`src/sv/deq_pkg.sv`:
```
// ----------------------------------------------------------------------------
// deq_pkg
// request and response codes, beat payload types of the double-ended queue
// ----------------------------------------------------------------------------
package deq_pkg;

    localparam int REQ_W    = 3;
    localparam int VALUE_W  = 32;
    localparam int INDEX_W  = 8;
    localparam int COUNT_W  = 9;
    localparam int STATUS_W = 2;

    typedef enum logic [REQ_W-1:0] {
        REQ_PUSH_BACK  = 3'd0,
        REQ_PUSH_FRONT = 3'd1,
        REQ_POP_FRONT  = 3'd2,
        REQ_POP_BACK   = 3'd3,
        REQ_READ       = 3'd4,
        REQ_CLEAR      = 3'd5
    } t_req;

    typedef enum logic [STATUS_W-1:0] {
        ST_OK        = 2'd0,
        ST_EMPTY     = 2'd1,
        ST_RANGE     = 2'd2,
        ST_FULL      = 2'd3
    } t_status;

    typedef struct packed {
        logic [REQ_W-1:0]   req_type;
        logic [VALUE_W-1:0] value;
        logic [INDEX_W-1:0] index;
    } t_req_beat;

    typedef struct packed {
        logic [VALUE_W-1:0]  read_data;
        logic [COUNT_W-1:0]  entry_count;
        logic [STATUS_W-1:0] status;
    } t_rsp_beat;

    // memory strobes from the controller to the entry store
    typedef struct packed {
        logic wr_en;
        logic rd_en;
    } t_mem_op;

    // per-request outcome handed to the response stage
    typedef struct packed {
        t_status status;
        logic    rd_ok;
    } t_ctrl_res;

endpackage

```
`src/sv/deq_if.sv`:
```
// ----------------------------------------------------------------------------
// deq_if
// valid/ready channel carrying one payload beat
// ----------------------------------------------------------------------------
interface deq_if #(
    parameter type t_payload = logic
);
    logic     valid;
    logic     ready;
    t_payload payload;

    modport source (output valid, output payload, input ready);
    modport sink   (input valid, input payload, output ready);
endinterface

```
`src/sv/deq_store.sv`:
```
// ----------------------------------------------------------------------------
// deq_store
// entry memory: one write or one read per cycle, registered read data
// ----------------------------------------------------------------------------
module deq_store #(
    parameter int DEPTH      = 256,
    parameter int DATA_WIDTH = 32,
    parameter int PW         = 8
) (
    input  logic                  i_clk,
    input  deq_pkg::t_mem_op      i_op,
    input  logic [PW-1:0]         i_addr,
    input  logic [DATA_WIDTH-1:0] i_wdata,
    output logic [DATA_WIDTH-1:0] o_rdata
);

    logic [DATA_WIDTH-1:0] r_mem [DEPTH];
    logic [DATA_WIDTH-1:0] r_rdata;

    always_ff @(posedge i_clk) begin
        if (i_op.wr_en) begin
            r_mem[i_addr] <= i_wdata;
        end
        if (i_op.rd_en) begin
            r_rdata <= r_mem[i_addr];
        end
    end

    assign o_rdata = r_rdata;

endmodule

```
`src/sv/deq_ctrl.sv`:
```
// ----------------------------------------------------------------------------
// deq_ctrl
// front pointer and occupancy, request decode, memory address generation
// ----------------------------------------------------------------------------
module deq_ctrl #(
    parameter int DEPTH = 256,
    parameter int PW    = 8,
    parameter int CW    = 9
) (
    input  logic                  i_clk,
    input  logic                  i_rst_n,
    input  logic                  i_accept,
    input  deq_pkg::t_req_beat    i_req,
    output deq_pkg::t_mem_op      o_op,
    output logic [PW-1:0]         o_addr,
    output logic [CW-1:0]         o_count,
    output deq_pkg::t_ctrl_res    o_res
);

    localparam int CMPW = (CW > deq_pkg::INDEX_W) ? CW : deq_pkg::INDEX_W;
    localparam logic [PW:0]   DEPTH_P = (PW+1)'(DEPTH);
    localparam logic [CW-1:0] DEPTH_C = CW'(DEPTH);
    localparam logic [PW-1:0] LAST_P  = PW'(DEPTH - 1);

    logic [PW-1:0] r_front, n_front;
    logic [CW-1:0] r_count, n_count;
    logic [PW-1:0] front_inc, front_dec;
    logic [PW:0]   offset, sum, sum_wrap;
    logic          is_full, is_empty, in_range;

    assign is_full  = (r_count == DEPTH_C);
    assign is_empty = (r_count == '0);
    assign in_range = (CMPW'(i_req.index) < CMPW'(r_count));

    assign front_inc = (r_front == LAST_P) ? '0 : r_front + 1'b1;
    assign front_dec = (r_front == '0) ? LAST_P : r_front - 1'b1;

    // front plus offset stays below twice the depth, one subtract wraps it
    assign offset   = (i_req.req_type == deq_pkg::REQ_READ) ?
                      (PW+1)'(i_req.index) : (PW+1)'(r_count);
    assign sum      = {1'b0, r_front} + offset;
    assign sum_wrap = (sum >= DEPTH_P) ? sum - DEPTH_P : sum;

    always_comb begin
        n_front      = r_front;
        n_count      = r_count;
        o_op         = '0;
        o_addr       = sum_wrap[PW-1:0];
        o_res.status = deq_pkg::ST_OK;
        o_res.rd_ok  = 1'b0;
        unique case (deq_pkg::t_req'(i_req.req_type))
            deq_pkg::REQ_PUSH_BACK: begin
                if (is_full) begin
                    o_res.status = deq_pkg::ST_FULL;
                end else begin
                    o_op.wr_en = 1'b1;
                    n_count    = r_count + 1'b1;
                end
            end
            deq_pkg::REQ_PUSH_FRONT: begin
                o_addr = front_dec;
                if (is_full) begin
                    o_res.status = deq_pkg::ST_FULL;
                end else begin
                    o_op.wr_en = 1'b1;
                    n_front    = front_dec;
                    n_count    = r_count + 1'b1;
                end
            end
            deq_pkg::REQ_POP_FRONT: begin
                if (is_empty) begin
                    o_res.status = deq_pkg::ST_EMPTY;
                end else begin
                    n_front = front_inc;
                    n_count = r_count - 1'b1;
                end
            end
            deq_pkg::REQ_POP_BACK: begin
                if (is_empty) begin
                    o_res.status = deq_pkg::ST_EMPTY;
                end else begin
                    n_count = r_count - 1'b1;
                end
            end
            deq_pkg::REQ_READ: begin
                if (!in_range) begin
                    o_res.status = deq_pkg::ST_RANGE;
                end else begin
                    o_op.rd_en  = 1'b1;
                    o_res.rd_ok = 1'b1;
                end
            end
            deq_pkg::REQ_CLEAR: begin
                n_front = '0;
                n_count = '0;
            end
            default: begin
            end
        endcase
        // strobes only for a beat actually taken
        o_op.wr_en = o_op.wr_en & i_accept;
        o_op.rd_en = o_op.rd_en & i_accept;
    end

    assign o_count = n_count;

    always_ff @(posedge i_clk) begin
        if (!i_rst_n) begin
            r_front <= '0;
            r_count <= '0;
        end else if (i_accept) begin
            r_front <= n_front;
            r_count <= n_count;
        end
    end

endmodule

```
`src/sv/double_ended_queue.sv`:
```
// ----------------------------------------------------------------------------
// double_ended_queue
// double-ended queue of data words in a circular buffer of DEPTH entries
// ----------------------------------------------------------------------------
//  channel | dir | payload                          | beat taken when
//  i_req   | in  | req_type, value, index           | valid && ready
//  o_rsp   | out | read_data, entry_count, status   | valid && ready
//
//  one request per cycle sustained while o_rsp is not stalled; each request passes
//  the pending stage, where the entry memory read is registered, then the output register
//  pointer, count and memory write are settled in the cycle the request is taken
//  synchronous active-low reset empties the queue; memory contents are not cleared
//  a stalled o_rsp holds its beat and one more request may wait in the pending stage
// ----------------------------------------------------------------------------
module double_ended_queue #(
    parameter int DEPTH      = 256,
    parameter int DATA_WIDTH = 32
) (
    input  logic  i_clk,
    input  logic  i_rst_n,
    deq_if.sink   i_req,
    deq_if.source o_rsp
);

    localparam int PW = (DEPTH > 1) ? $clog2(DEPTH) : 1;
    localparam int CW = $clog2(DEPTH + 1);

    deq_pkg::t_req_beat    req;
    deq_pkg::t_mem_op      mem_op;
    deq_pkg::t_ctrl_res    ctrl_res;
    logic [PW-1:0]         mem_addr;
    logic [DATA_WIDTH-1:0] mem_wdata, mem_rdata;
    logic [CW-1:0]         ctrl_count;
    logic                  accept, advance;

    logic                  r_pend_valid;
    deq_pkg::t_ctrl_res    r_pend_res;
    logic [CW-1:0]         r_pend_count;
    logic                  r_out_valid;
    deq_pkg::t_rsp_beat    r_out;

    assign req       = i_req.payload;
    assign advance   = !r_out_valid || o_rsp.ready;
    assign i_req.ready = !r_pend_valid || advance;
    assign accept    = i_req.valid && i_req.ready;
    assign mem_wdata = DATA_WIDTH'(req.value);

    deq_ctrl #(
        .DEPTH (DEPTH),
        .PW    (PW),
        .CW    (CW)
    ) u_ctrl (
        .i_clk    (i_clk),
        .i_rst_n  (i_rst_n),
        .i_accept (accept),
        .i_req    (req),
        .o_op     (mem_op),
        .o_addr   (mem_addr),
        .o_count  (ctrl_count),
        .o_res    (ctrl_res)
    );

    deq_store #(
        .DEPTH      (DEPTH),
        .DATA_WIDTH (DATA_WIDTH),
        .PW         (PW)
    ) u_store (
        .i_clk   (i_clk),
        .i_op    (mem_op),
        .i_addr  (mem_addr),
        .i_wdata (mem_wdata),
        .o_rdata (mem_rdata)
    );

    always_ff @(posedge i_clk) begin
        if (!i_rst_n) begin
            r_pend_valid <= 1'b0;
            r_out_valid  <= 1'b0;
        end else begin
            if (advance) begin
                r_out_valid <= r_pend_valid;
            end
            if (accept) begin
                r_pend_valid <= 1'b1;
            end else if (advance) begin
                r_pend_valid <= 1'b0;
            end
        end
    end

    // memory read data stays put until the next read, which needs a new beat
    always_ff @(posedge i_clk) begin
        if (accept) begin
            r_pend_res   <= ctrl_res;
            r_pend_count <= ctrl_count;
        end
        if (advance && r_pend_valid) begin
            r_out.read_data   <= r_pend_res.rd_ok ? deq_pkg::VALUE_W'(mem_rdata) : '0;
            r_out.entry_count <= deq_pkg::COUNT_W'(r_pend_count);
            r_out.status      <= r_pend_res.status;
        end
    end

    assign o_rsp.valid   = r_out_valid;
    assign o_rsp.payload = r_out;

endmodule

```
`src/flat_wrapper.sv`:
```
// flat-port wrapper written by rule: the top's interface ports become plain ports
module double_ended_queue_flat 
#(
    parameter int DEPTH      = 256,
    parameter int DATA_WIDTH = 32
)
  (i_clk, i_rst_n, i_req_valid, i_req_payload, i_req_ready, o_rsp_valid, o_rsp_payload, o_rsp_ready);
  deq_if i_req_i ();
  deq_if o_rsp_i ();
  input  logic i_clk;
  input  logic i_rst_n;
  input wire logic [$bits(i_req_i.valid)-1:0] i_req_valid;
  input wire logic [$bits(i_req_i.payload)-1:0] i_req_payload;
  output wire logic [$bits(i_req_i.ready)-1:0] i_req_ready;
  output wire logic [$bits(o_rsp_i.valid)-1:0] o_rsp_valid;
  output wire logic [$bits(o_rsp_i.payload)-1:0] o_rsp_payload;
  input wire logic [$bits(o_rsp_i.ready)-1:0] o_rsp_ready;
  assign i_req_i.valid = i_req_valid;
  assign i_req_i.payload = i_req_payload;
  assign i_req_ready = i_req_i.ready;
  assign o_rsp_valid = o_rsp_i.valid;
  assign o_rsp_payload = o_rsp_i.payload;
  assign o_rsp_i.ready = o_rsp_ready;
  double_ended_queue #(.DEPTH(DEPTH), .DATA_WIDTH(DATA_WIDTH)) u_core (.i_clk(i_clk), .i_rst_n(i_rst_n), .i_req(i_req_i), .o_rsp(o_rsp_i));
endmodule
```
`config.mk`:
```
export PLATFORM = sky130hd
export DESIGN_NAME = double_ended_queue_flat
export DESIGN_NICKNAME = d
export VERILOG_FILES = /design/src/sv/deq_pkg.sv /design/src/sv/deq_if.sv /design/src/sv/deq_store.sv /design/src/sv/deq_ctrl.sv /design/src/sv/double_ended_queue.sv /design/src/flat_wrapper.sv
export SDC_FILE = /design/constraint.sdc
export NUM_CORES = 1
export LEC_CHECK = 0
export BUFFER_PORTS_ARGS = -buffer_cell sky130_fd_sc_hd__buf_2
export CAP_MARGIN = 10
export CORE_MARGIN = 2
export CORE_UTILIZATION = 45
export DETAILED_ROUTE_END_ITERATION = 6
export PLACE_DENSITY_LB_ADDON = 0.15
export SYNTH_ARGS = -nofsm -noshare
export SYNTH_HDL_FRONTEND = slang
export SYNTH_SLANG_ARGS = --single-unit
```
`constraint.sdc`:
```
create_clock -name i_clk -period 4.2 [get_ports i_clk]
set_clock_uncertainty 0.15 [all_clocks]
set_input_delay 0.42 -clock i_clk [delete_from_list [all_inputs] [get_ports i_clk]]
set_output_delay 0.42 -clock i_clk [all_outputs]
set_load 0.1 [all_outputs]
```
==> impl_metrics.yaml <==
sta:
  period_minus_slack_ns: 1.98
  unrepaired_setup_endpoints_after_global_routing: "no"
  timing_worst_slew_pin_value_ns: 0.484
  timing.fmax_ghz: 0.505
  finalMaxSlewViolations: 0
  slew_headroom_pct: 68.0
  fin_ws_ns: 2.22
  layout_worst_path_cycle_share_pct: 47.1
  totalNegativeSetupSlack_ns: 0
  final-setup-viol-count: 0
  final_hold_viol_count: 0
clocking:
  cts_root_buf: "clkbuf_4"
  numClockSinks: 13
  cts_repair_resize_count: 0
  cts_tree: "yes"
  cts.path.max_buffers: 2
  postCtsHoldBufs: 0
  post-cts-setup-buffer-count: 0
  ctsHtreeMaxLevel: 1
  cts.clk_slew.worst_paths_ns: 0.08
  cts_buffers: 3
  clkLatencyLatePin_ns: 0.27
worst_setup_path:
  crit_path_cell_trace: "and3b_1, clkinv_4, buf_2"
  crit_type: "flip-flop to output port"
  path_buf_inv: 2
  reg2reg_to: "u_core.u_ctrl.r_count[7]"
  r2r_cells: 5
  critical_path.max_fanout: 8
  worst_setup_path_start_kind: "flip-flop"
  critical_path.top_delay_family: "buffers and inverters"
  crit_arrival_ns: 1.41
  slowest_stage_delay_cp_ns: 0.39
  setup.worst_path.end_class: "output port"
  cp.required_ns: 3.63
  crit_path_slowest_cell: "and3b_1"
  reg2reg_from: "u_core.r_pend_valid"
  ff2ff_setup_slack_ns: 2.59
  cell_depth_of_the_worst_setup_path: 3
cells_and_area:
  final_core_utilization_pct: 53.4
  areaGrowthSynthToFinish_pct: 9.47
  diodes: 0
  layout.cells.most_common_list: "dfxtp_1, nand2_1, buf_2"
  sequential_cell_area_um2: 280
  post_layout_nonfiller_instances: 89
  num-nets-final: 82
  multiInputGateArea_um2: 319
  layout_commonest_cell: "dfxtp_1"
  post_route_cells_drive_above_1_share_pct: 16.2
  layout.filler_cells: 139
floorplanning:
  floorplan.die_area_um2: 1730
  number_of_top_level_design_ports: 8
  effective_utilization_at_floorplan_pct: 48.7
  chipHeight_um: 41.5
  fp-row-count: 13
  core_region_area_um2: 1300
  die-width_um: 41.5
pwr:
  peakVddDrop_v: 0.000170
  powerDensity_nw_per_um2: 335
  power.total_uw: 233
  leakagePower_uw: 0.000287
placement:
  dp.final_hpwl_um: 773
  place_inst: 85
  dp_slack_ns: 2.28
  gpl.final_weighted_congestion: 0.839
  io_buffers: 6
synthesis:
  post_synth_num_cell_types: 30
  gate_count_of_the_mapped_netlist: 66
  synthArstFlopShare_pct: 0
  mappedNetlistNets: 73
  postSynthAreaPerCell_um2: 9.61
  mappedNetlistArea_um2: 634
  postSynthRegisterBits: 13
  synth-edff-count: 2
  synthesis.yosys.warnings: 0
  synthFlopType: "dfxtp_1"
  yosysSeqAreaShare_pct: 44.2
route:
  initialDrtViolationCount: 9
  routed_wl_mm: 1.03
  post_drt_wl_per_cell_um: 11.6
  antenna_left: 0
  route.detailed.vias_per_inst: 5.19
  drcViolationCount: 0
  route.vias.total: 462
  drt_pre_antenna_iters: 3
worst_hold_path:
  whs_endpoint: "u_core.o_rsp.payload"
  min_path_type: "flip-flop to flip-flop"
  worst_hold_startpoint: "u_core.r_pend_res[1]"
  min_path_cells: 0
outcome:
  run_status: "finished, final reports clean"
global_route:
  vias_in_the_first_global_route: 462
  track_usage_pct: 14.7
  grt_antenna_before_repair: 0
  grt_start_max_net_pins: 15
  grt_pass1_wl_mm: 1.90
  grt_overflow: 0
job:
  maxcap_viol_count: 0
-- cells by family (layout without fill, tap and decap cells) --
kind of cell    after synthesis  count (layout)  synth area share, %
mux                           2               2                 3.16
xor+xnor                      4               4                 5.52
simple gates                 32              32                 30.2
fa+ha+maj                     2               2                 3.94
compound gates                7               7                 7.49
buf+inv                       6              14                 5.52
flops                        13              13                 44.2
-- cell type report --
cell class              count  share of cell area (%)
clock buffers               4                    3.78
multi-input cells          47                    45.9
repair buffers              6                    4.32
flip-flops and latches     13                    40.4
well taps                  15                    2.70
inverters                   4                    2.88
-- worst max-delay path by stage --
stage                        startpoint                  endpoint  slack [ns]
finish              u_core.r_pend_valid               i_req_ready        2.22
global route        u_core.r_pend_valid               i_req_ready        2.11
CTS                 u_core.r_pend_valid               i_req_ready        2.20
detailed placement          o_rsp_ready               i_req_ready        2.28
global placement            o_rsp_ready               i_req_ready        2.27
floorplan            u_core.o_rsp.valid  u_core.u_ctrl.r_count[0]        1.94
-- cells in the mapped netlist (3+ instances only) --
master   count  area share (%)
and2_1       4             3.9
dfxtp_1     11              35
inv_1        3             1.8
nand2_1      8             4.7
nand3_1      4             3.2
xor2_1       3             4.1
-- report_power, final --
| part | switching (uW) | internal, uW |
|---|---|---|
| Clock | 39.3 | 36.8 |
| Combinational | 16.0 | 7.85 |
| Sequential | 2.79 | 130 |
-- state kept, by name, summed over array words and instances (netlist names) --
| register | flops |
|---|---|
| u_core.r_pend_valid | 1 |
| u_core.o_rsp.payload | 1 |
| u_core.u_ctrl.r_count | 9 |
| u_core.o_rsp.valid | 1 |
| u_core.r_pend_res | 1 |
-- routing by layer --
layer	up-vias	global-route usage (%)	part of all wire, %
met5	-	0	0
met4	0	3.87	1.1
met3	2	8.26	5.3
met2	6	24.4	48
met1	211	16.1	46
li1	243	-	-
-- stage by stage --
| stage | cell area (um2) | hold WS, ns |
|---|---|---|
| 3_3_place_gp | 668 | 0.252 |
| 2_1_floorplan | 634 | 0.250 |
| 4_1_cts | 694 | 0.283 |
| 5_1_grt | 694 | 0.287 |
| 6_report | 694 | 0.284 |
| 3_5_place_dp | 668 | 0.263 |
Power figures use the tool's default switching activity.
